**config.mk**
```make
export PLATFORM = sky130hd
export DESIGN_NAME = plb_div
export DESIGN_NICKNAME = d
export VERILOG_FILES = /design/src/sv/plb_pkg.sv /design/src/sv/plb_div.sv
export SDC_FILE = /design/constraint.sdc
export NUM_CORES = 2
export LEC_CHECK = 0
export BUFFER_PORTS_ARGS = -buffer_cell sky130_fd_sc_hd__buf_4
export CORE_MARGIN = 2
export CORE_UTILIZATION = 50
export CTS_CLUSTER_DIAMETER = 30
export DETAILED_ROUTE_END_ITERATION = 7
export HOLD_SLACK_MARGIN = 0.03
export PLACE_DENSITY_LB_ADDON = 0.05
export SLEW_MARGIN = 40
export SYNTH_ARGS = -nofsm -noshare
export SYNTH_HDL_FRONTEND = slang
export SYNTH_SLANG_ARGS = --single-unit
```
**constraint.sdc**
```tcl
create_clock -name clk_i -period 27.9 [get_ports clk_i]
set_clock_uncertainty 0.1 [all_clocks]
set_input_delay 5.58 -clock clk_i [delete_from_list [all_inputs] [get_ports clk_i]]
set_output_delay 5.58 -clock clk_i [all_outputs]
set_load 0.01 [all_outputs]
```
**src/sv/plb_pkg.sv**
```systemverilog
// Shared types, constants and codes of the pixel layer blend pipeline.
`default_nettype none
package plb_pkg;

  localparam int FRAC_BITS  = 16;
  localparam int PIXEL_BITS = 24;

  localparam logic [16:0] ONE17  = 17'h10000;
  localparam logic [16:0] HALF17 = 17'h08000;

  // Divider: numerator width, quotient bits per stage, stage count
  localparam int DIV_W      = 36;
  localparam int DIV_BITS   = 4;
  localparam int DIV_STAGES = DIV_W / DIV_BITS;
  localparam int DEN_W      = 17;

  localparam logic [2:0] CFG_BLEND_MODE       = 3'd0;
  localparam logic [2:0] CFG_REVERSE_OPERANDS = 3'd1;
  localparam logic [2:0] CFG_INVERT_MASK      = 3'd2;
  localparam logic [2:0] CFG_GLOBAL_OPACITY   = 3'd3;
  localparam logic [2:0] CFG_SHOW_MASK_ONLY   = 3'd4;

  typedef enum logic [3:0] {
    MODE_NORMAL       = 4'd0,
    MODE_NORMAL_CLAMP = 4'd1,
    MODE_LIGHTEN      = 4'd2,
    MODE_DARKEN       = 4'd3,
    MODE_MULTIPLY     = 4'd4,
    MODE_AVERAGE      = 4'd5,
    MODE_ADD          = 4'd6,
    MODE_SUBTRACT     = 4'd7,
    MODE_DIFFERENCE   = 4'd8,
    MODE_SCREEN       = 4'd9,
    MODE_OVERLAY      = 4'd10,
    MODE_SOFTLIGHT    = 4'd11,
    MODE_HARDLIGHT    = 4'd12,
    MODE_VIVIDLIGHT   = 4'd13,
    MODE_LINEARLIGHT  = 4'd14,
    MODE_PINLIGHT     = 4'd15
  } mode_e;

  // Source of the mode function value
  typedef enum logic [2:0] {
    FSEL_DIRECT  = 3'd0,
    FSEL_MUL     = 3'd1,
    FSEL_MUL_INV = 3'd2,
    FSEL_DIV     = 3'd3,
    FSEL_DIV_INV = 3'd4
  } fsel_e;

  typedef struct packed {
    mode_e       mode;
    logic        reverse;
    logic        invert;
    logic [16:0] gop;
    logic        show;
  } cfg_t;

  typedef struct packed {
    mode_e              mode;
    logic               show;
    logic signed [23:0] a;
    logic [16:0]        la;
    logic [16:0]        op;
    logic signed [25:0] mx;
    logic signed [25:0] my;
    fsel_e              fsel;
    logic signed [25:0] fd;
  } side_t;

endpackage
`default_nettype wire

```
**src/sv/plb_div.sv**
```systemverilog
// Pipelined restoring divider for the vivid light mode, side data alongside.
`default_nettype none
module plb_div (
  input  wire logic                        clk_i,
  input  wire logic                        rst_ni,
  input  wire logic                        en_i,
  input  wire logic                        valid_i,
  input  wire plb_pkg::side_t              side_i,
  input  wire logic [plb_pkg::DIV_W-1:0]   num_i,
  input  wire logic [plb_pkg::DEN_W-1:0]   den_i,
  output logic                             valid_o,
  output plb_pkg::side_t                   side_o,
  output logic [31:0]                      quo_o
);

  localparam int NS = plb_pkg::DIV_STAGES;
  localparam int NW = plb_pkg::DIV_W;
  localparam int DW = plb_pkg::DEN_W;

  logic [NS-1:0]   v_q;
  plb_pkg::side_t  side_q [NS];
  logic [NW-1:0]   num_q  [NS];
  logic [NW-1:0]   quo_q  [NS];
  logic [DW-1:0]   rem_q  [NS];
  logic [DW-1:0]   den_q  [NS];

  for (genvar s = 0; s < NS; s++) begin : g_stage
    logic           v_in;
    plb_pkg::side_t side_in;
    logic [NW-1:0]  n_in, q_in, n_d, q_d;
    logic [DW-1:0]  r_in, d_in, r_d;
    logic [DW:0]    r_sh;

    if (s == 0) begin : g_first
      assign v_in    = valid_i;
      assign side_in = side_i;
      assign n_in    = num_i;
      assign q_in    = '0;
      assign r_in    = '0;
      assign d_in    = den_i;
    end else begin : g_next
      assign v_in    = v_q[s-1];
      assign side_in = side_q[s-1];
      assign n_in    = num_q[s-1];
      assign q_in    = quo_q[s-1];
      assign r_in    = rem_q[s-1];
      assign d_in    = den_q[s-1];
    end

    always_comb begin
      n_d  = n_in;
      q_d  = q_in;
      r_d  = r_in;
      r_sh = '0;
      for (int k = 0; k < plb_pkg::DIV_BITS; k++) begin
        r_sh = {r_d, n_d[NW-1]};
        n_d  = {n_d[NW-2:0], 1'b0};
        if (r_sh >= {1'b0, d_in}) begin
          r_sh = r_sh - {1'b0, d_in};
          q_d  = {q_d[NW-2:0], 1'b1};
        end else begin
          q_d  = {q_d[NW-2:0], 1'b0};
        end
        r_d = r_sh[DW-1:0];
      end
    end

    always_ff @(posedge clk_i or negedge rst_ni) begin
      if (!rst_ni) begin
        v_q[s] <= 1'b0;
      end else if (en_i) begin
        v_q[s] <= v_in;
      end
    end

    always_ff @(posedge clk_i) begin
      if (en_i) begin
        side_q[s] <= side_in;
        num_q[s]  <= n_d;
        quo_q[s]  <= q_d;
        rem_q[s]  <= r_d;
        den_q[s]  <= d_in;
      end
    end
  end

  assign valid_o = v_q[NS-1];
  assign side_o  = side_q[NS-1];
  assign quo_o   = quo_q[NS-1][31:0];

endmodule
`default_nettype wire

```
* After elaboration in Yosys (flattened, before gate mapping)
Memory sizes are Yosys's and may differ from the RTL's.
Cells that the tools add are included.
** Cells by class
- Add/subtract/negate cells :: 36
- $mul :: 0
- Divide/modulo/power cells :: 0
- $lt $le $gt $ge :: 36
- Equal/unequal tests :: 0
- Shift operators :: 0
- Mux-type cells :: 74
- Bitwise gates (word level) :: 0
- Reductions and logical operators :: 0
** Operator list (number)
- $ge 18x17->1 :: 35
- $mux 17 :: 36
- $sub 17x17->17 :: 35
- $mux 1 :: 38
- $ge 1x17->1 :: 1
- $sub 1x17->17 :: 1
** Word-level totals
- Register bits after elaboration :: 9
- Latch bits :: 0
- Bits in writable memories :: 2214
- Bits in read-only memories :: 0
- Input bits :: 201
- Word-level logic and storage cells :: 160
- Memories :: 5
** Memory list
- side_q :: words 9, bits a word 144, read ports 9, clocked after memory_dff 0, write ports 9, line plb_div.sv:21 : plb_pkg::side_t side_q [NS];
- quo_q :: words 9, bits a word 36, read ports 9, clocked after memory_dff 0, write ports 9, line plb_div.sv:23 : logic [NW-1:0] quo_q [NS];
- num_q :: words 9, bits a word 32, read ports 8, clocked after memory_dff 0, write ports 9, line plb_div.sv:22 : logic [NW-1:0] num_q [NS];
- den_q :: words 9, bits a word 17, read ports 8, clocked after memory_dff 0, write ports 9, line plb_div.sv:25 : logic [DW-1:0] den_q [NS];
- rem_q :: words 9, bits a word 17, read ports 8, clocked after memory_dff 0, write ports 9, line plb_div.sv:24 : logic [DW-1:0] rem_q [NS];

* Depth between registers and ports, before layout
An unclocked memory read counts as a cell.
- Depth in word-level cells :: 9
- Mapped depth :: 52
- Gate-level depth less buffers :: 45

* Worst setup path after synthesis
No wires, ideal clock.
- Path kind :: input to register
- Start :: input port num_i[35] (netlist bit)
- End :: memory rem_q[0][14] (netlist bit), data pin
- Setup time :: 0.261 ns
- Data arrival time :: 13.747 ns
- Data required time :: 27.539 ns
- Slack :: 13.792 ns
- Stages :: 39
- Cells stage by stage :: inv_1 ha_1 clkinv_1 o21ai_1 clkbuf_1 nor3_1 ha_1 a21o_1 a21o_1 a221oi_1 nor3_1 o21ai_0 nand2b_1 clkbuf_1 clkbuf_1 nor2_1 a21oi_1 fa_1 [... 3 more ...] nor3_1 o31ai_1 a31oi_1 a21oi_1 clkbuf_1 clkbuf_1 mux2i_1 ha_1 and3_1 a221o_1 a31o_2 a31oi_1 o41ai_1 a21oi_1 o2111ai_1 and2_0 clkbuf_1 a221o_1
** RTL lines
- start, declared :: line plb_div.sv:9 : input wire logic [plb_pkg::DIV_W-1:0] num_i,
- end, declared :: line plb_div.sv:24

==> qor.tcl <==
set qor(run_status) {finished clean}
set qor(timing.hold.worst.class) {register to register}
set qor(yosysWarningCount) 0
set qor(placementRows) 156
set qor(worst_hold_path.num_cells) 0
set qor(grt_start_max_net_pins) 174
set qor(setup-violations-final) 0
set qor(drv.max_cap_violation_count) 0
set qor(final_cell_area_sq_mm) 0.1086
set qor(die_area_sq_mm) 0.1851
set qor(timing_worst_setup_path_type) {input pin to register}
set qor(yosys.cell_types.count) 108
set qor(drtPass1Iterations) 6
set qor(critPathArrivalTime_ps) 16810
set qor(vias_per_cell) 5.552
set qor(globalplace.congestion) 0.9160
set qor(timing.setup.tns_ps) 0
set qor(core_area_sq_mm) 0.1805
set qor(rsz0062_at_grt) {false}
set qor(finalCoreUtilization) 0.6014
set qor(synth.yosys.seq_area_share) 0.6160
set qor(crit_fanout) 19
set qor(cts_made_buffers) 357
set qor(postSynthNetCount) 7588
set qor(die-width_microns) 430.2
set qor(report.final.slew_viol_count) 0
set qor(worst-slew-pin-transition_ps) 901.9
set qor(htreeDepth) 5
set qor(final_cell_count_no_fill) 10090
set qor(avgSynthCellArea_sq_um) 13.45
set qor(synthToLayoutAreaGrowth_pct) 19.54
set qor(placed_cells_incl_taps) 9458
set qor(die_height_microns) 430.2
set qor(place_area_sq_mm) 0.09677
set qor(synth_top_cell_area_share) 0.6135
set qor(clock_tree_from_tritoncts) {done}
set qor(post_synthesis_cell_count) 6756
set qor(placement.io_buffers) 377
set qor(globalRoute.totalOverflow) 0
set qor(global_route.usage.total) 0.2105
set qor(worst_setup_hold_path_clk_slew_ps) 40
set qor(routed_wl_microns) 198700
set qor(post-synth-top-area-cell) {edfxtp_1}
set qor(antenna_violating_nets_post_route) 0
set qor(edff_count_synth) 1856
set qor(hpwl_detailed_microns) 144400
set qor(cell_type_with_the_highest_occurrence_count_on_the_critical_path) {a21o_1}
set qor(cts_setup_buffers) 0
set qor(r2r.worst_path.cells) 43
set qor(antenna_found_initial) 9
set qor(period_share) 0.5847
set qor(filler_cells_inserted) 13940
set qor(synth_most_common_cell) {edfxtp_1}
set qor(grt_pass1_vias) 54670
set qor(hold_buffers) 0
set qor(routed_vias) 56040
set qor(critPathSlowestCell) {a221oi_1}
set qor(synth-main-ff-cell) {edfxtp_1}
set qor(post_cts.resized_instances) 0
set qor(finalHoldViolCount) 0
set qor(max_slew_margin) 0.3951
set qor(maxClockFrequency_mhz) 61.30
set qor(nets) 8281
set qor(first_pass_grt_wire_length_microns) 304600
set qor(clk-insertion-delay-late_ps) 930
set qor(syn-cell-area_sq_mm) 0.09084
set qor(top_level_ports) 378
set qor(share_of_synthesized_flip_flops_with_an_asynchronous_set_or_reset) 0.004826
set qor(cts.root.buffer_cell) {clkbuf_16}
set qor(drt_drc_violations_left) 0
set qor(postSynthRegisterBits) 1865
set qor(synth_area_leaders) {edfxtp_1 61%, ha_1 8.2%, mux2_2 3.0%, xnor2_1 2.7%, a21oi_1 2.3%}
set qor(wire_per_inst_microns) 19.69
set qor(floorplan.initialDensity) 0.5031
set qor(clock-sinks) 1865
set qor(detailedRoute.firstIterationViolations) 3549
set qor(post-route-min-period_ps) 16310
set qor(ranking_of_synthesized_cells_by_instance_count) {1856 x edfxtp_1, 597 x ha_1, 411 x a21oi_1, 389 x nand2_1, 378 x inv_1}
set qor(required_ps) 28400
set qor(drive_gt1_frac) 0.1719
set qor(max-clock-path-buffers) 4
set qor(endpoint_kind) {register}
set qor(startpoint_type) {input pin}
set qor(stage_delay_of_the_slowest_cell_on_the_critical_path_ps) 640
==> flip-flops by register name, summed over array words and instances, names as in the netlist <==
signal and flops:
side_q 1296, num_q 144, quo_q 144, den_q 136
rem_q 136, g_stage.v_in 8, valid_o 1
==> critical path, delay by kind of cell <==
kind,cells,cell delay (ps)
AOI/OAI and AO/OA,17,5360
and+or+nand+nor,8,2830
muxes,3,1260
adders and majority gates,3,1170
buffers and inverters,3,550
==> worst paths after layout <==
check / to / from / slack [ps]
worst max-delay path: rem_q[0][7]$_DFFE_PP_ / den_i[13] / 11590
worst min-delay path: side_q[0][210]$_DFFE_PP_ / side_q[0][66]$_DFFE_PP_ / 230
worst max register to register: rem_q[0][46]$_DFFE_PP_ / den_q[0][18]$_DFFE_PP_ / 14070
worst min register to register: side_q[0][210]$_DFFE_PP_ / side_q[0][66]$_DFFE_PP_ / 230
max in group asynchronous: g_stage[1].v_in$_DFFE_PN0P_ / rst_ni / 23180
min in group asynchronous: g_stage[8].v_in$_DFFE_PN0P_ / rst_ni / 4380
==> cells by family after synthesis <==
kind of cell / after synthesis / synth area share
AOI/OAI and AO/OA: 1540 / 0.1129
xor gates and xnor gates: 415 / 0.04001
adders and majority gates: 631 / 0.08972
buffers and inverters: 480 / 0.02061
DFF: 1865 / 0.6160
muxes: 317 / 0.03921
and+or+nand+nor: 1508 / 0.08157
==> layout by cell type, fill, tap and decap left out, types with 58 or more instances in the layout <==
master / instances
a21o_1: 168
a21oi_1: 409
buf_4: 398
clkbuf_16: 361
clkinv_2: 64
edfxtp_1: 1856
ha_1: 597
inv_1: 377
mux2_2: 238
nand2_1: 389
nand2b_1: 65
nand3_1: 126
nand4_1: 93
nor2_1: 339
nor2b_1: 79
nor3_1: 148
o21a_1: 94
o21ai_0: 304
o21bai_1: 58
xnor2_1: 283
xor2_1: 132
==> metal layers <==
layer,vias up,track usage,share of wire
met3,384,0.03772,0.046
met5,-,0,0.00045
met4,12,0.08116,0.033
met1,26940,0.2800,0.44
li1,27370,-,-
met2,1331,0.3444,0.48
==> cell type report <==
type	count	area [sq um]	share of cell area
Multi-Input combinational cell	4411	33080	0.3046
Inverter	396	1491	0.01373
Timing Repair Buffer	418	3337	0.03073
Tap cell	2370	2965	0.02731
Clock buffer	403	9191	0.08464
Sequential cell	1865	55960	0.5153
Clock inverter	227	2561	0.02359
Antenna cell	2	5.005	0.00004609
==> per-stage QoR <==
stage / setup slack [ps] / hold WS, ps
finish: 11590 / 232.0
floorplan: 13790 / 300.3
detailed placement: 10620 / 304.5
global placement: 9810 / 300.1
CTS: 11550 / 219.8
global route: 10840 / 222.1
Power is left out: the tool's default activity adds up to more than one toggle a clock period on the data nets, which glitch-free logic cannot reach.
