`src/sv/plb_pkg.sv`:
```
// Shared types, constants and codes of the pixel layer blend pipeline.
`default_nettype none
package plb_pkg;

  localparam int FRAC_BITS  = 16;
  localparam int PIXEL_BITS = 24;

  localparam logic [16:0] ONE17  = 17'h10000;
  localparam logic [16:0] HALF17 = 17'h08000;

  // Divider: numerator width, quotient bits per stage, stage count
  localparam int DIV_W      = 36;
  localparam int DIV_BITS   = 4;
  localparam int DIV_STAGES = DIV_W / DIV_BITS;
  localparam int DEN_W      = 17;

  localparam logic [2:0] CFG_BLEND_MODE       = 3'd0;
  localparam logic [2:0] CFG_REVERSE_OPERANDS = 3'd1;
  localparam logic [2:0] CFG_INVERT_MASK      = 3'd2;
  localparam logic [2:0] CFG_GLOBAL_OPACITY   = 3'd3;
  localparam logic [2:0] CFG_SHOW_MASK_ONLY   = 3'd4;

  typedef enum logic [3:0] {
    MODE_NORMAL       = 4'd0,
    MODE_NORMAL_CLAMP = 4'd1,
    MODE_LIGHTEN      = 4'd2,
    MODE_DARKEN       = 4'd3,
    MODE_MULTIPLY     = 4'd4,
    MODE_AVERAGE      = 4'd5,
    MODE_ADD          = 4'd6,
    MODE_SUBTRACT     = 4'd7,
    MODE_DIFFERENCE   = 4'd8,
    MODE_SCREEN       = 4'd9,
    MODE_OVERLAY      = 4'd10,
    MODE_SOFTLIGHT    = 4'd11,
    MODE_HARDLIGHT    = 4'd12,
    MODE_VIVIDLIGHT   = 4'd13,
    MODE_LINEARLIGHT  = 4'd14,
    MODE_PINLIGHT     = 4'd15
  } mode_e;

  // Source of the mode function value
  typedef enum logic [2:0] {
    FSEL_DIRECT  = 3'd0,
    FSEL_MUL     = 3'd1,
    FSEL_MUL_INV = 3'd2,
    FSEL_DIV     = 3'd3,
    FSEL_DIV_INV = 3'd4
  } fsel_e;

  typedef struct packed {
    mode_e       mode;
    logic        reverse;
    logic        invert;
    logic [16:0] gop;
    logic        show;
  } cfg_t;

  typedef struct packed {
    mode_e              mode;
    logic               show;
    logic signed [23:0] a;
    logic [16:0]        la;
    logic [16:0]        op;
    logic signed [25:0] mx;
    logic signed [25:0] my;
    fsel_e              fsel;
    logic signed [25:0] fd;
  } side_t;

endpackage
`default_nettype wire

```
`src/sv/plb_back.sv`:
```
// Back stages: mode product, opacity mix, clamp and saturation, output register.
`default_nettype none
module plb_back (
  input  wire logic               clk_i,
  input  wire logic               rst_ni,
  input  wire logic               en_i,
  input  wire logic               valid_i,
  input  wire plb_pkg::side_t     side_i,
  input  wire logic [31:0]        quo_i,
  output logic                    valid_o,
  output logic signed [23:0]      pixel_o
);

  localparam logic signed [33:0] ONE34 = 34'sd65536;

  // B1: mode product and opacity square
  logic               v1_q;
  logic signed [51:0] mp1_q;
  logic [33:0]        pp1_q;
  logic [31:0]        quo1_q;
  plb_pkg::side_t     side1_q;

  always_ff @(posedge clk_i or negedge rst_ni) begin
    if (!rst_ni) begin
      v1_q <= 1'b0;
    end else if (en_i) begin
      v1_q <= valid_i;
    end
  end

  always_ff @(posedge clk_i) begin
    if (en_i) begin
      mp1_q   <= side_i.mx * side_i.my;
      pp1_q   <= side_i.op * side_i.op;
      quo1_q  <= quo_i;
      side1_q <= side_i;
    end
  end

  // B2: pick the mode value and the opacity, form f - A
  logic signed [51:0] mt;
  logic signed [33:0] mr, f;
  logic signed [25:0] a_sel;
  logic [16:0]        op2, op_sel;
  logic               hi;

  always_comb begin
    mt  = mp1_q + 52'sd32768;
    mr  = 34'(mt >>> 16);
    op2 = 17'((pp1_q + 34'd32768) >> 16);
    case (side1_q.fsel)
      plb_pkg::FSEL_MUL:     f = mr;
      plb_pkg::FSEL_MUL_INV: f = ONE34 - mr;
      plb_pkg::FSEL_DIV:     f = signed'({2'b00, quo1_q});
      plb_pkg::FSEL_DIV_INV: f = ONE34 - signed'({2'b00, quo1_q});
      default:               f = 34'(side1_q.fd);
    endcase
    hi     = (side1_q.mode >= plb_pkg::MODE_SCREEN);
    a_sel  = hi ? signed'({9'b0, side1_q.la}) : 26'(side1_q.a);
    op_sel = hi ? op2 : side1_q.op;
  end

  logic               v2_q;
  logic signed [34:0] d2_q;
  logic [16:0]        op2_q;
  logic signed [25:0] a2_q;
  logic               clamp2_q, show2_q;

  always_ff @(posedge clk_i or negedge rst_ni) begin
    if (!rst_ni) begin
      v2_q <= 1'b0;
    end else if (en_i) begin
      v2_q <= v1_q;
    end
  end

  always_ff @(posedge clk_i) begin
    if (en_i) begin
      d2_q     <= 35'(f) - 35'(a_sel);
      op2_q    <= op_sel;
      a2_q     <= a_sel;
      clamp2_q <= (side1_q.mode != plb_pkg::MODE_NORMAL);
      show2_q  <= side1_q.show;
    end
  end

  // B3: scale the difference by the opacity
  logic               v3_q;
  logic signed [52:0] prod3_q;
  logic signed [25:0] a3_q;
  logic               clamp3_q, show3_q;
  logic signed [17:0] op_s;

  assign op_s = signed'({1'b0, op2_q});

  always_ff @(posedge clk_i or negedge rst_ni) begin
    if (!rst_ni) begin
      v3_q <= 1'b0;
    end else if (en_i) begin
      v3_q <= v2_q;
    end
  end

  always_ff @(posedge clk_i) begin
    if (en_i) begin
      prod3_q  <= d2_q * op_s;
      a3_q     <= a2_q;
      clamp3_q <= clamp2_q;
      show3_q  <= show2_q;
    end
  end

  // B4: round, add back, clamp or saturate, zero when show mask is set, into the output register
  logic signed [52:0] pt;
  logic signed [37:0] r;
  logic signed [23:0] pix_d;

  always_comb begin
    pt = prod3_q + 53'sd32768;
    r  = 38'(pt >>> 16) + 38'(a3_q);
    if (clamp3_q) begin
      if (r < 38'sd0) r = '0;
      else if (r > 38'sd65536) r = 38'sd65536;
    end
    if (r > 38'sd8388607) pix_d = 24'sh7FFFFF;
    else if (r < -38'sd8388608) pix_d = 24'sh800000;
    else pix_d = r[23:0];
    if (show3_q) pix_d = '0;
  end

  always_ff @(posedge clk_i or negedge rst_ni) begin
    if (!rst_ni) begin
      valid_o <= 1'b0;
    end else if (en_i) begin
      valid_o <= v3_q;
    end
  end

  always_ff @(posedge clk_i) begin
    if (en_i) begin
      pixel_o <= pix_d;
    end
  end

endmodule
`default_nettype wire

```
`config.mk`:
```
export PLATFORM = sky130hd
export DESIGN_NAME = plb_back
export DESIGN_NICKNAME = d
export VERILOG_FILES = /design/src/sv/plb_pkg.sv /design/src/sv/plb_back.sv
export SDC_FILE = /design/constraint.sdc
export NUM_CORES = 2
export LEC_CHECK = 0
export BUFFER_PORTS_ARGS = -buffer_cell sky130_fd_sc_hd__buf_4
export CORE_UTILIZATION = 48
export CTS_CLUSTER_DIAMETER = 30
export DETAILED_ROUTE_END_ITERATION = 8
export GPL_ROUTABILITY_DRIVEN = 0
export PLACE_DENSITY_LB_ADDON = 0.05
export SLEW_MARGIN = 20
export SYNTH_ARGS = -nofsm -noshare
export SYNTH_HDL_FRONTEND = slang
export SYNTH_SLANG_ARGS = --single-unit
```
`constraint.sdc`:
```
create_clock -name clk_i -period 10 [get_ports clk_i]
set_input_delay 2 -clock clk_i [delete_from_list [all_inputs] [get_ports clk_i]]
set_output_delay 2 -clock clk_i [all_outputs]
set_load 0.01 [all_outputs]
```
Word level (Yosys, flattened, before mapping)
Index checks and enable logic that the tools add are counted.

operators by class
  add/subtract/negate cells = 7
  multipliers = 3
  order comparisons = 5
  equality and inequality tests = 4
  muxes and demuxes = 8
  reductions and logical operators = 2

operators with widths
  cell                      number
  $pmux W34 S4              1
  $mux W38                  3
  $add A53 B17 Y53 const B  1
  $mul A35 B18 Y53          1
  $add A50 B17 Y50 const B  1
  $mul A26 B26 Y50          1
  $add A37 B26 Y38          1
  $gt A38 B18 Y1 const B    1
  $gt A38 B24 Y1 const B    1
  $lt A38 B1 Y1 const B     1
  $lt A38 B24 Y1 const B    1
  $sub A34 B26 Y35          1
  $sub A18 B34 Y34 const A  1
  $add A33 B16 Y33 const B  1
  $mul A17 B17 Y33          1
  $sub A17 B32 Y33 const A  1
  $mux W26                  1
  $mux W24                  1
  $mux W23                  1
  $mux W17                  1
  $eq A3 B2 Y1 const B      2
  $ge A4 B4 Y1 const B      1
  $reduce_bool A4 Y1        1
  $eq A3 B1 Y1 const B      1
  other kinds (2)           2

word-level totals
  bits in registers = 396
  input port bits = 180
  output and inout port bits = 25
  word-level logic and storage cells = 54

Depth between registers and ports, before layout
  depth in word-level cells = 9
  mapped depth = 27
  depth with buffers taken out = 26

Worst setup path after synthesis
OpenSTA, ideal clock, no wires.

  kind = input port to flip-flop
  start point = input side_i[31] (netlist bit)
  end point = register mp1_q[48] (data pin)
  library setup time = 0.257 ns
  arrival = 8.816 ns
  required time = 9.743 ns
  setup slack = 0.927 ns
  stages = 27
  buffers on the path = 2
  cells stage by stage = clkbuf_1 clkbuf_1 nand2_1 fa_1 inv_1 fa_1 fa_1 inv_1 fa_1 inv_1 fa_1 inv_1 fa_1 inv_1 fa_1 ha_1 a21o_1 a21o_1 a21oi_1 o211ai_1 a221oi_1 a21oi_1 nor3_1 a2111oi_0 o31ai_1 nand2b_1 xor2_1

between the ends
  word-level cells in the longest chain between the ends = 1

RTL lines
  what                  line            text
  from (decl)           plb_back.sv:8   input wire plb_pkg::side_t side_i,
  $mul A26 B26 Y50      plb_back.sv:33  mp1_q <= side_i.mx * side_i.my;
  to (signal assigned)  plb_back.sv:33
  to (decl)             plb_back.sv:18  logic signed [51:0] mp1_q;

No other way between the ends.
A chain may end at the register's enable or synchronous reset.

Worst setup path after layout
  start point = input side_i[33] (netlist bit)
  end point = register mp1_q[49] (data pin)

The elaborated chain is that of the path after synthesis.

==> impl_metrics.csv <==
group,metric,value,unit
outcome,status,"completed",
floorplan,rows,138,
drt,routedWlPerCell,20.77,um
synthesis,synthCells,7172,
synthesis,avgSynthCellArea,9.620,um2
synthesis,netlist_top_cells_count,"1584 x inv_1, 1447 x fa_1, 1071 x nand2_1",
placed_design,place_ws,183.5,ps
global_routing,grt_util_all_layers,27.22,%
finish,nNetsFinal,9329,
drt,viasPerCell,5.290,
synthesis,syn-num-nets,9241,
floorplan,core,142100,um2
cts,clock_sinks,347,
sta,drv_slew,0,
sta,layout_setup_ws,937.4,ps
critical_path,cp.arrival,9460,ps
drt,drc_errors,0,
global_routing,grt_pass1_wl,302900,um
global_routing,antenna_found_initial,7,
synthesis,synth_edf_count,343,
critical_path,crit_type,"input port to flop",
cts,tritoncts,"done",
floorplan,die_w,381.1,um
min_path,hold_class,"flop to flop",
cts,cts_resized,0,
drt,routed_wl,191500,um
cts,cts_hold_buf,0,
floorplan,die_h,381.1,um
cts,cts_buffers,83,
drt,drt_first_iter_violations,2978,
critical_path,worstPathMaxFanout,15,
synthesis,synth_top_area_share,41.98,%
critical_path,cp-start-kind,"input port",
run,max_cap_viol_count,0,
synthesis,yosys_warnings,0,
cts,cts_setup_buffers,0,
synthesis,ys_seq_area_share,15.07,%
sta,finalSetupViolCount,0,
finish,final_util,53.02,%
placed_design,port-buffer-count,204,
sta,fin_skew,36.99,ps
sta,hold_violations,0,
synthesis,synth_area_leaders,"fa_1 42%, edfxtp_1 15%, inv_1 8.6%",
drt,num_vias,48770,
synthesis,ys_types,88,
floorplan,start_util,48.55,%
sta,relSlewSlack,26.29,%
placed_design,dp_hpwl,156500,um
critical_path,crit_path_end_kind,"flop",
sta,finalCritPeriodShare,90.63,%
synthesis,netlist_area,69000,um2
sta,period_needed,9063,ps
critical_path,cp.required,10400,ps
sta,rsz0062_at_grt,"no",
synthesis,ys_ff_latch,347,
drt,ant_nets,0,
cts,ctsRootBufferMaster,"clkbuf_16",
sta,fmax,110.3,MHz
global_routing,grt-ovfl-total,0,
global_routing,grt_pass1_vias,52650,
cts,htree_levels,3,
floorplan,die-area,145300,um2
sta,setup_tns,0,ps
synthesis,synth_flop_cell,"edfxtp_1",
floorplan,io_pins,205,
synthesis,synthArstFlopShare,1.153,%
synthesis,synth.most_common_cell,"inv_1",
sta,max_slew.worst_pin.slew,1097,ps
cts,path_clk_slew,40,ps
finish,drive_gt1_share,6.837,%
cts,worstSkewPairLatency,680,ps
sta,hold-worst-slack,407.9,ps
cts,clk_path_buf_depth,3,
drt,firstDrtPassIters,6,
global_routing,grt_max_degree,148,
synthesis,yosys.area.top_type,"fa_1",
finish,areaGrowthSynthToFinish,9.191,%
==> worst max-delay path: stages <==
cell       delay, ps
buf_4            170
buf_4            290
nand2_1          110
fa_1             500
inv_1             60
fa_1             530
fa_1             600
inv_1             70
fa_1             490
fa_1             540
inv_1             50
fa_1             490
fa_1             420
ha_1             350
and3_1           210
nand4_1          210
nor4_1           550
buf_4            260
o2111ai_1        160
a21oi_1          340
nor3_1           140
a2111oi_0        410
buf_4            180
nor2_1            60
a21oi_1          180
xnor2_1           80
==> registers in the layout (all words and copies together) (netlist names), 17 cells and up <==
register / flops
pixel_o: 24
mp1_q: 35
side1_q: 91
a2_q: 24
quo1_q: 32
pp1_q: 19
d2_q: 35
op2_q: 17
a3_q: 24
prod3_q: 38
==> logic make-up after synthesis <==
family                     count (synthesis)  share of synthesized area (%)
and+or+nand+nor                         2107                          14.40
adders and majority gates               1890                          50.01
buffers and inverters                   1876                          10.24
AOI/OAI and AO/OA                        610                          5.845
DFF                                      347                          15.07
xor gates and xnor gates                 311                          3.959
muxes                                     31                         0.4679
==> final cells by class <==
class,instances,area (um2)
repair buffers,295,2247
well taps,1890,2365
diodes,2,5.005
clock buffers,89,2100
fillers,13180,66770
flip-flops and latches,347,10400
inverters,1584,5946
clock inverters,64,715.7
multi-input cells,4949,51560
==> layer usage <==
metal	global-route usage [%]	vias up	part of all wire (%)
li1	-	21990	-
met2	44.03	1557	46
met3	4.050	263	6.8
met4	8.776	4	3.1
met5	0	-	0.012
met1	37.68	24960	44
==> cells in the final DEF (no fill, tap or decap), types with 14 or more instances in the layout <==
cell type	instances
o21a_1	30
xnor2_1	198
and3_1	31
o211ai_1	14
buf_4	292
o21ai_0	91
nand2_1	1071
clkbuf_16	83
inv_1	1584
o21bai_1	15
nand4_1	44
a21o_1	70
nor2_1	212
xor2_1	111
clkinv_2	14
a21oi_1	184
and4_1	14
ha_1	442
fa_1	1446
nand3_1	67
nand2b_1	42
nor3_1	52
o22ai_1	20
a211oi_1	42
nor4_1	14
mux2i_1	20
and2_1	470
or4_1	14
nor2b_1	33
edfxtp_1	343
==> final timing paths <==
kind / startpoint / endpoint / slack, ps / cells past startpoint
max: side_i[33] / mp1_q[49] / 940 / 26
max reg2reg: op2_q[3] / prod3_q[45] / 1770 / 22
max in group asynchronous: rst_ni / v1_q / 8770 / 1
min: a2_q[5] / a3_q[5] / 410 / 0
min in group asynchronous: rst_ni / valid_o / 1130 / 1
min reg2reg: a2_q[5] / a3_q[5] / 410 / 0
==> stage by stage <==
step / area, um2 / instances
5_1_grt: 75330 / 9218
3_5_place_dp: 72510 / 9065
4_1_cts: 75330 / 9218
3_3_place_gp: 72510 / 9065
2_1_floorplan: 69000 / 7172
6_report: 75340 / 9220
Power is not shown: default switching activity piles up to over one toggle a cycle in this logic, so the estimate is an artifact.
