[src/sv/plb_pkg.sv]
// Shared types, constants and codes of the pixel layer blend pipeline.
`default_nettype none
package plb_pkg;

  localparam int FRAC_BITS  = 16;
  localparam int PIXEL_BITS = 24;

  localparam logic [16:0] ONE17  = 17'h10000;
  localparam logic [16:0] HALF17 = 17'h08000;

  // Divider: numerator width, quotient bits per stage, stage count
  localparam int DIV_W      = 36;
  localparam int DIV_BITS   = 4;
  localparam int DIV_STAGES = DIV_W / DIV_BITS;
  localparam int DEN_W      = 17;

  localparam logic [2:0] CFG_BLEND_MODE       = 3'd0;
  localparam logic [2:0] CFG_REVERSE_OPERANDS = 3'd1;
  localparam logic [2:0] CFG_INVERT_MASK      = 3'd2;
  localparam logic [2:0] CFG_GLOBAL_OPACITY   = 3'd3;
  localparam logic [2:0] CFG_SHOW_MASK_ONLY   = 3'd4;

  typedef enum logic [3:0] {
    MODE_NORMAL       = 4'd0,
    MODE_NORMAL_CLAMP = 4'd1,
    MODE_LIGHTEN      = 4'd2,
    MODE_DARKEN       = 4'd3,
    MODE_MULTIPLY     = 4'd4,
    MODE_AVERAGE      = 4'd5,
    MODE_ADD          = 4'd6,
    MODE_SUBTRACT     = 4'd7,
    MODE_DIFFERENCE   = 4'd8,
    MODE_SCREEN       = 4'd9,
    MODE_OVERLAY      = 4'd10,
    MODE_SOFTLIGHT    = 4'd11,
    MODE_HARDLIGHT    = 4'd12,
    MODE_VIVIDLIGHT   = 4'd13,
    MODE_LINEARLIGHT  = 4'd14,
    MODE_PINLIGHT     = 4'd15
  } mode_e;

  // Source of the mode function value
  typedef enum logic [2:0] {
    FSEL_DIRECT  = 3'd0,
    FSEL_MUL     = 3'd1,
    FSEL_MUL_INV = 3'd2,
    FSEL_DIV     = 3'd3,
    FSEL_DIV_INV = 3'd4
  } fsel_e;

  typedef struct packed {
    mode_e       mode;
    logic        reverse;
    logic        invert;
    logic [16:0] gop;
    logic        show;
  } cfg_t;

  typedef struct packed {
    mode_e              mode;
    logic               show;
    logic signed [23:0] a;
    logic [16:0]        la;
    logic [16:0]        op;
    logic signed [25:0] mx;
    logic signed [25:0] my;
    fsel_e              fsel;
    logic signed [25:0] fd;
  } side_t;

endpackage
`default_nettype wire

[src/sv/plb_front.sv]
// Front stages: opacity product, operand clamp, mode function setup.
`default_nettype none
module plb_front (
  input  wire logic               clk_i,
  input  wire logic               rst_ni,
  input  wire logic               en_i,
  input  wire logic               valid_i,
  input  wire logic signed [23:0] base_i,
  input  wire logic signed [23:0] layer_i,
  input  wire logic [16:0]        mask_i,
  input  wire plb_pkg::cfg_t      cfg_i,
  output logic                    valid_o,
  output plb_pkg::side_t          side_o,
  output logic [plb_pkg::DIV_W-1:0] num_o,
  output logic [plb_pkg::DEN_W-1:0] den_o
);

  logic               v1_q;
  logic signed [23:0] a1_q, b1_q;
  logic [33:0]        pm1_q;
  plb_pkg::mode_e     mode1_q;
  logic               show1_q;

  logic [16:0] mc, gc;

  always_comb begin
    mc = (mask_i > plb_pkg::ONE17) ? plb_pkg::ONE17 : mask_i;
    gc = (cfg_i.gop > plb_pkg::ONE17) ? plb_pkg::ONE17 : cfg_i.gop;
    if (cfg_i.invert) begin
      mc = plb_pkg::ONE17 - mc;
    end
  end

  always_ff @(posedge clk_i or negedge rst_ni) begin
    if (!rst_ni) begin
      v1_q <= 1'b0;
    end else if (en_i) begin
      v1_q <= valid_i;
    end
  end

  always_ff @(posedge clk_i) begin
    if (en_i) begin
      a1_q    <= cfg_i.reverse ? layer_i : base_i;
      b1_q    <= cfg_i.reverse ? base_i : layer_i;
      pm1_q   <= gc * mc;
      mode1_q <= cfg_i.mode;
      show1_q <= cfg_i.show;
    end
  end

  localparam logic signed [25:0] ONE26  = 26'sd65536;
  localparam logic signed [25:0] HALF26 = 26'sd32768;

  plb_pkg::side_t            side_d;
  logic [plb_pkg::DIV_W-1:0] num_d;
  logic [plb_pkg::DEN_W-1:0] den_d;
  logic [16:0]               la, lb;
  logic signed [25:0]        a26, b26, la26, lb26, t26;

  always_comb begin
    if (a1_q < 0) la = '0;
    else if (a1_q > 24'sd65536) la = plb_pkg::ONE17;
    else la = a1_q[16:0];
    if (b1_q < 0) lb = '0;
    else if (b1_q > 24'sd65536) lb = plb_pkg::ONE17;
    else lb = b1_q[16:0];
    a26  = 26'(a1_q);
    b26  = 26'(b1_q);
    la26 = signed'({9'b0, la});
    lb26 = signed'({9'b0, lb});
    t26  = '0;

    side_d.mode = mode1_q;
    side_d.show = show1_q;
    side_d.a    = a1_q;
    side_d.la   = la;
    side_d.op   = 17'((pm1_q + 34'd32768) >> 16);
    side_d.mx   = '0;
    side_d.my   = '0;
    side_d.fsel = plb_pkg::FSEL_DIRECT;
    side_d.fd   = b26;
    num_d       = '0;
    den_d       = 17'd1;

    case (mode1_q)
      plb_pkg::MODE_NORMAL, plb_pkg::MODE_NORMAL_CLAMP: side_d.fd = b26;
      plb_pkg::MODE_LIGHTEN:    side_d.fd = (a26 > b26) ? a26 : b26;
      plb_pkg::MODE_DARKEN:     side_d.fd = (a26 < b26) ? a26 : b26;
      plb_pkg::MODE_MULTIPLY: begin
        side_d.mx   = a26;
        side_d.my   = b26;
        side_d.fsel = plb_pkg::FSEL_MUL;
      end
      plb_pkg::MODE_AVERAGE:    side_d.fd = (a26 + b26 + 26'sd1) >>> 1;
      plb_pkg::MODE_ADD:        side_d.fd = a26 + b26;
      plb_pkg::MODE_SUBTRACT:   side_d.fd = a26 + b26 - ONE26;
      plb_pkg::MODE_DIFFERENCE: side_d.fd = (a26 > b26) ? a26 - b26 : b26 - a26;
      plb_pkg::MODE_SCREEN: begin
        side_d.mx   = ONE26 - la26;
        side_d.my   = ONE26 - lb26;
        side_d.fsel = plb_pkg::FSEL_MUL_INV;
      end
      plb_pkg::MODE_OVERLAY, plb_pkg::MODE_HARDLIGHT: begin
        if (((mode1_q == plb_pkg::MODE_OVERLAY) ? la26 : lb26) > HALF26) begin
          side_d.mx   = ONE26 - ((la26 - HALF26) <<< 1);
          side_d.my   = ONE26 - lb26;
          side_d.fsel = plb_pkg::FSEL_MUL_INV;
        end else begin
          side_d.mx   = la26 <<< 1;
          side_d.my   = lb26;
          side_d.fsel = plb_pkg::FSEL_MUL;
        end
      end
      plb_pkg::MODE_SOFTLIGHT: begin
        if (lb26 > HALF26) begin
          side_d.mx   = ONE26 - la26;
          side_d.my   = ONE26 - (lb26 - HALF26);
          side_d.fsel = plb_pkg::FSEL_MUL_INV;
        end else begin
          side_d.mx   = la26;
          side_d.my   = lb26 + HALF26;
          side_d.fsel = plb_pkg::FSEL_MUL;
        end
      end
      plb_pkg::MODE_VIVIDLIGHT: begin
        if (lb26 > HALF26) begin
          if (lb26 >= ONE26) begin
            side_d.fd = ONE26;
          end else begin
            // dodge half: (la << 16 + den/2) / den, den = 2 * (one - lb)
            num_d       = {3'b0, la, 16'b0} + 36'(plb_pkg::ONE17 - lb);
            den_d       = 17'((18'(plb_pkg::ONE17) - 18'(lb)) << 1);
            side_d.fsel = plb_pkg::FSEL_DIV;
          end
        end else begin
          if (lb26 <= 26'sd0) begin
            side_d.fd = '0;
          end else begin
            // burn half: one - ((one - la) << 16 + lb) / (2 * lb)
            num_d       = {3'b0, plb_pkg::ONE17 - la, 16'b0} + 36'(lb);
            den_d       = 17'(18'(lb) << 1);
            side_d.fsel = plb_pkg::FSEL_DIV_INV;
          end
        end
      end
      plb_pkg::MODE_LINEARLIGHT: side_d.fd = la26 + (lb26 <<< 1) - ONE26;
      plb_pkg::MODE_PINLIGHT: begin
        if (lb26 > HALF26) begin
          t26       = (lb26 - HALF26) <<< 1;
          side_d.fd = (la26 > t26) ? la26 : t26;
        end else begin
          t26       = lb26 <<< 1;
          side_d.fd = (la26 < t26) ? la26 : t26;
        end
      end
      default: side_d.fd = b26;
    endcase
  end

  always_ff @(posedge clk_i or negedge rst_ni) begin
    if (!rst_ni) begin
      valid_o <= 1'b0;
    end else if (en_i) begin
      valid_o <= v1_q;
    end
  end

  always_ff @(posedge clk_i) begin
    if (en_i) begin
      side_o <= side_d;
      num_o  <= num_d;
      den_o  <= den_d;
    end
  end

endmodule
`default_nettype wire

[config.mk]
export PLATFORM = sky130hd
export DESIGN_NAME = plb_front
export DESIGN_NICKNAME = d
export VERILOG_FILES = /design/src/sv/plb_pkg.sv /design/src/sv/plb_front.sv
export SDC_FILE = /design/constraint.sdc
export NUM_CORES = 1
export LEC_CHECK = 0
export ABC_AREA = 1
export BUFFER_PORTS_ARGS = -buffer_cell sky130_fd_sc_hd__clkbuf_2
export CAP_MARGIN = 30
export CORE_MARGIN = 2
export CORE_UTILIZATION = 27
export DETAILED_ROUTE_END_ITERATION = 16
export PLACE_DENSITY_LB_ADDON = 0.3
export SLEW_MARGIN = 10
export SYNTH_ARGS = -nofsm -noshare
export SYNTH_HDL_FRONTEND = slang
export SYNTH_SLANG_ARGS = --single-unit
export TNS_END_PERCENT = 5
[constraint.sdc]
create_clock -name clk_i -period 5.9 [get_ports clk_i]
set_input_delay 1.18 -clock clk_i [delete_from_list [all_inputs] [get_ports clk_i]]
set_output_delay 1.18 -clock clk_i [all_outputs]
set_load 0.05 [all_outputs]
# Word-level counts from Yosys, hierarchy flattened
# Cells that the tools add are included.
# classes
n_addsub	21
multipliers	1
magnitude_cmp	14
reduce_logical	1
muxes	32
eq_ne	14
# ops
cell	n
26-bit case mux with 9 select lines	1
52-bit case mux with 4 select lines	1
17-bit two-way mux	11
26-bit two-way mux	7
55-bit two-way mux	2
36-bit two-way mux	2
17-bit by 17-bit subtractor with 18-bit output (first input constant)	3
24-bit by 24-bit subtractor with 25-bit output	2
24-bit by 18-bit > comparator with 1-bit output (second input constant)	2
24-bit by 1-bit < comparator with 1-bit output (second input constant)	2
24-bit two-way mux	2
17-bit by 16-bit subtractor with 18-bit output (second input constant)	2
34-bit by 18-bit adder with 35-bit output	1
33-bit by 17-bit adder with 34-bit output	1
17-bit by 16-bit > comparator with 1-bit output (second input constant)	2
17-bit > comparator (second input constant)	2
34-bit two-way mux	1
17-bit subtractor (first input constant)	2
33-bit by 16-bit adder with 33-bit output (second input constant)	1
17-bit by 17-bit multiplier with 33-bit output	1
4-bit == test (second input constant)	8
29-bit two-way mux	1
25-bit by 2-bit adder with 26-bit output (second input constant)	1
25-bit by 18-bit subtractor with 26-bit output (second input constant)	1
other kinds (20)	24
# totals
input_bits	93
wordCells	101
register_bits	285
out_inout_bits	198

# Logic depth before layout (Yosys ltp)
# logic_depth
depth_word	8
mapped_depth	43
mapped_depth_nobuf	41

# Worst setup path after synthesis
# OpenSTA, ideal clock, no wires.
# synth_path
path_kind	input to register
startpoint	input port mask_i[0]
endpoint	register pm1_q[30] (data pin)
arrival_time_ns	7.954
n_path_buf	3
stages	36
path_slack_ns	-2.319
required_time_ns	5.634
setup_time_ns	0.266
path_cell_list	or2_1 > nor4_1 > nand3_1 > nand2_1 > buf_2 > buf_4 > nand2_1 > ha_1 > nand3_1 > inv_1 > nand2_1 > nand2_1 > xor2_1 > clkbuf_1 > nand2_1 > fa_1 > inv_1 > fa_1 > inv_1 > fa_1 > inv_1 > fa_1 > fa_1 > inv_1 > fa_1 > inv_1 > ha_1 > a21oi_1 > nor2_1 > nor2_1 > o21ai_0 > a21oi_1 > inv_1 > nand3_1 > o2111ai_1 > xor2_1
# synth_via
elab_chain_cells	5
# synth_rtl
item	line_no	text
start, declared	plb_front.sv:10	input wire logic [16:0] mask_i,
17-bit > comparator	plb_front.sv:27	mc = (mask_i > plb_pkg::ONE17) ? plb_pkg::ONE17 : mask_i;
17-bit two-way mux *	plb_front.sv:27	
17-bit subtractor	plb_front.sv:30	mc = plb_pkg::ONE17 - mc;
17-bit two-way mux *	plb_front.sv:29	if (cfg_i.invert) begin
17-bit by 17-bit multiplier with 33-bit output *	plb_front.sv:46	pm1_q <= gc * mc;
end signal, assigned	plb_front.sv:46	
end, declared	plb_front.sv:20	logic [33:0] pm1_q;
# Every way passes the cells marked *; elsewhere a longest branch is shown, timed or not.
# A chain may end at the register's enable or synchronous reset.

# Worst setup path in the final report
# layout_path
startpoint	input port mask_i[12]
endpoint	register pm1_q[29] (data pin)
# Same word-level chain as after synthesis.

==> results.py <==
metrics = {
    "grt": {
        "number_of_global_route_vias_before_repair": 31300,
        "track_usage_pct": 22.7,
        "first_pass_grt_wire_length_um": 204000,
        "antenna_found_initial": 7,
        "maximum_number_of_pins_on_one_net_before_global_route_repair": 112,
        "globalRoute.totalOverflow": 0,
    },
    "die": {
        "placementRows": 126,
        "ios": 291,
        "floorplan.die.width_um": 348,
        "die_h_um": 348,
        "core_um2": 118000,
        "floorplan.initialDensity_pct": 27.2,
        "die-area_um2": 121000,
    },
    "sta": {
        "worst-slew-pin-transition_ns": 1.02,
        "share_of_the_clock_period_used_by_the_worst_path_pct": 123,
        "setup_ws_ns": -1.37,
        "timing.slew.headroom_pct": 31.7,
        "final-max-slew-violation-count": 0,
        "fin_tns_setup_ns": -21.97,
        "final_number_of_hold_violating_endpoints": 0,
        "report.final.setup_viol": 18,
        "timing.clock.skew_ns": 0.0315,
        "setup_repair_after_global_routing_missed_its_margin": "yes",
        "min_period_ns": 7.27,
        "fmax_ghz": 0.138,
    },
    "setup_path": {
        "worstPathArrival_ns": 7.59,
        "kind_of_end_point_of_the_critical_path": "flip-flop",
        "critical_path.n_buffers_inverters": 12,
        "worst_path_max_delay_cell": "fa_1",
        "path_max_fanout": 6,
        "start_kind": "input port",
        "critPathMostFrequentCell": "fa_1",
        "worstSetupPathType": "in -> reg",
        "timing.critical_path.required_ns": 6.22,
        "worst_path_largest_cell_delay_ns": 0.57,
        "critical_path.top_delay_family": "adder cells",
    },
    "placed_design": {
        "placed_area_um2": 38200,
        "dpl.hpwl_um": 118000,
        "gp_congestion": 1.01,
        "detailedPlace.worstSlack_ns": -2.36,
        "placedCellCount": 6377,
        "numPortBuffers": 290,
    },
    "clocking": {
        "cts_inserted_buffers": 34,
        "cts_buffer_depth": 3,
        "cts-htree-levels": 2,
        "holdBufCountCts": 0,
        "tritoncts_clock_tree": "built",
        "cts_sinks": 249,
        "clock_tree.root_cell": "clkbuf_16",
        "clock_pin_transition_on_the_worst_setup_and_hold_timing_paths_ns": 0.06,
        "clock_latency_ns": 0.58,
    },
    "synth": {
        "synth-seq-area-share_pct": 23.3,
        "yosysTopAreaCellShare_pct": 23.2,
        "synth_largest_area_cell": "edfxtp_1",
        "synth_top_flop_cell": "edfxtp_1",
        "post_synth_num_cell_types": 74,
        "avgSynthCellArea_um2": 7.52,
        "yosys_warnings": 0,
        "post_synth_inst_count": 4251,
        "postSynthRegisterBits": 249,
        "synth_nets": 4832,
        "netlist_top_cells_area": "edfxtp_1 (23%), fa_1 (14%), ha_1 (10%), nand2_1 (10%), inv_1 (8.3%)",
        "netlist_area_um2": 32000,
        "synth_enable_flop_cells": 247,
        "share_of_synthesized_registers_carrying_an_async_set_or_reset_pct": 0.803,
    },
    "final_layout": {
        "final_layout_size_suffix_gt1_share_pct": 22.0,
        "fillers": 12700,
        "seqCellArea_um2": 7470,
        "multiInputGateArea_um2": 21600,
        "finalInstanceArea_um2": 40000,
        "layout.cells.non_filler": 6461,
        "layout.cells.most_common_list": "nand2_1 (836), inv_1 (679), nor2_1 (466), buf_4 (442), clkbuf_2 (288)",
        "nets": 5480,
        "layout.cells.most_common": "nand2_1",
        "synthToLayoutAreaGrowth_pct": 25.2,
    },
    "power_and_ir_drop": {
        "leakagePower_nw": 19.7,
        "power.density_cell_area_nw_per_um2": 340,
        "max-vdd-ir-drop_mv": 0.461,
        "post_layout_power_mw": 13.6,
    },
    "route": {
        "vias_per_cell": 4.96,
        "post-route-drc-count": 0,
        "postRouteAntennaNets": 0,
        "route.detailed.wl_per_inst_um": 21.8,
        "route.final.wire_length_um": 141000,
        "dr.pass1.iters": 8,
        "first_iter_violations": 2955,
        "routed-via-count": 32000,
    },
    "run_status": {
        "violations": "negative setup slack",
        "outcome": "finished with violations",
    },
    "min_path": {
        "min_path_type": "in -> async",
    },
    "job": {
        "drv_cap": 0,
    },
}
-- synthesized netlist by cell type (6+ instances only) --
library cell / n
a211oi_1: 10
buf_6: 6
a21oi_1: 228
o21ai_1: 12
nor4_1: 13
edfxtp_1: 247
a31oi_1: 9
nand3_1: 253
fa_1: 226
a22oi_1: 13
nor2_4: 8
inv_1: 704
o21ai_0: 178
nand4_1: 90
o21bai_1: 19
nand2_2: 22
xnor2_1: 18
ha_1: 262
nor3_2: 10
o22ai_1: 52
nand2_1: 869
buf_2: 39
a21o_1: 12
o221ai_1: 10
clkinv_1: 12
a21boi_0: 10
nor3_1: 46
or2_2: 8
nor2_1: 476
o211ai_1: 43
inv_2: 29
nand3_2: 9
xor2_1: 102
clkbuf_1: 46
nor2_2: 15
buf_4: 41
nand3b_1: 13
a21oi_2: 7
o21a_1: 10
-- logic make-up after synthesis --
logic type,synth area share (%)
simple gates,25.6
buf+inv,11.2
compound gates,11.9
fa+ha+maj,24.4
flops,23.3
xor+xnor,3.54
-- sequential cells by signal, indices dropped and copies added (netlist names) --
register,count
mode1_q,4
pm1_q,18
num_o,20
a1_q,24
b1_q,24
valid_o,1
side_o,140
den_o,16
v1_q,1
show1_q,1
-- metal layers --
layer	global-route usage (%)	vias up	wire, um	share of wire [%]
met5	0	-	50	0.036
met4	9.97	8	6960	4.9
met3	4.20	249	10800	7.7
met2	37.5	1289	64400	46
met1	29.0	15300	58600	42
li1	-	15100	-	-
-- area by class of cell --
| cell class | count | area share [%] |
|---|---|---|
| sequential | 249 | 18.7 |
| inverter | 748 | 7.10 |
| tap | 1536 | 4.80 |
| clock inverter | 17 | 0.531 |
| antenna | 3 | 0.0188 |
| timing repair buffer | 749 | 12.6 |
| multi-input combinational | 3117 | 54.1 |
| clock buffer | 42 | 2.25 |
-- final timing paths --
kind / startpoint / endpoint / slack (ns) / cells after the start
max: mask_i[12] / pm1_q[29]$_DFFE_PP_ / -1.37 / 37
min: rst_ni / v1_q$_DFFE_PN0P_ / 0.37 / 1
min reg2reg: show1_q$_DFFE_PP_ / side_o[139]$_DFFE_PP_ / 0.44 / 0
min in group clk_i: show1_q$_DFFE_PP_ / side_o[139]$_DFFE_PP_ / 0.44 / 0
max in group asynchronous: rst_ni / valid_o$_DFFE_PN0P_ / 5.43 / 1
max reg2reg: b1_q[13]$_DFFE_PP_ / num_o[33]$_SDFFCE_PN0P_ / 0.36 / 29
-- worst reg2reg max path: cells and delay by family, from the launching register on --
family / cells / cell delay, ns
AO/OA/AOI/OAI: 10 / 1.89
AND/OR/NAND/NOR: 12 / 1.68
adder cells (fa/ha/maj): 3 / 0.74
flip-flops: 1 / 0.69
buffers and inverters: 4 / 0.31
-- what timing repair did --
item | CTS | global route
pin swaps | 91 | 11
endpoints found under the setup margin | 18 | 19
buffers inserted | 22 | 0
gates resized for setup | 123 | 22
-- where the power goes --
group | total (mW) | switching (mW) | internal, mW
logic | 8.98 | 5.38 | 3.60
clock network | 2.11 | 0.838 | 1.27
registers | 2.52 | 0.153 | 2.37
total | 13.6 | 6.37 | 7.24
-- metrics by stage --
| stage | hold WS (ns) | util (%) |
|---|---|---|
| floorplan | 0.400 | - |
| global placement | 0.417 | 32.5 |
| detailed placement | 0.408 | 32.5 |
| CTS | 0.326 | 33.9 |
| global route | 0.347 | 34.0 |
| finish | 0.372 | 34.0 |
(Power assumes the default switching activity.)
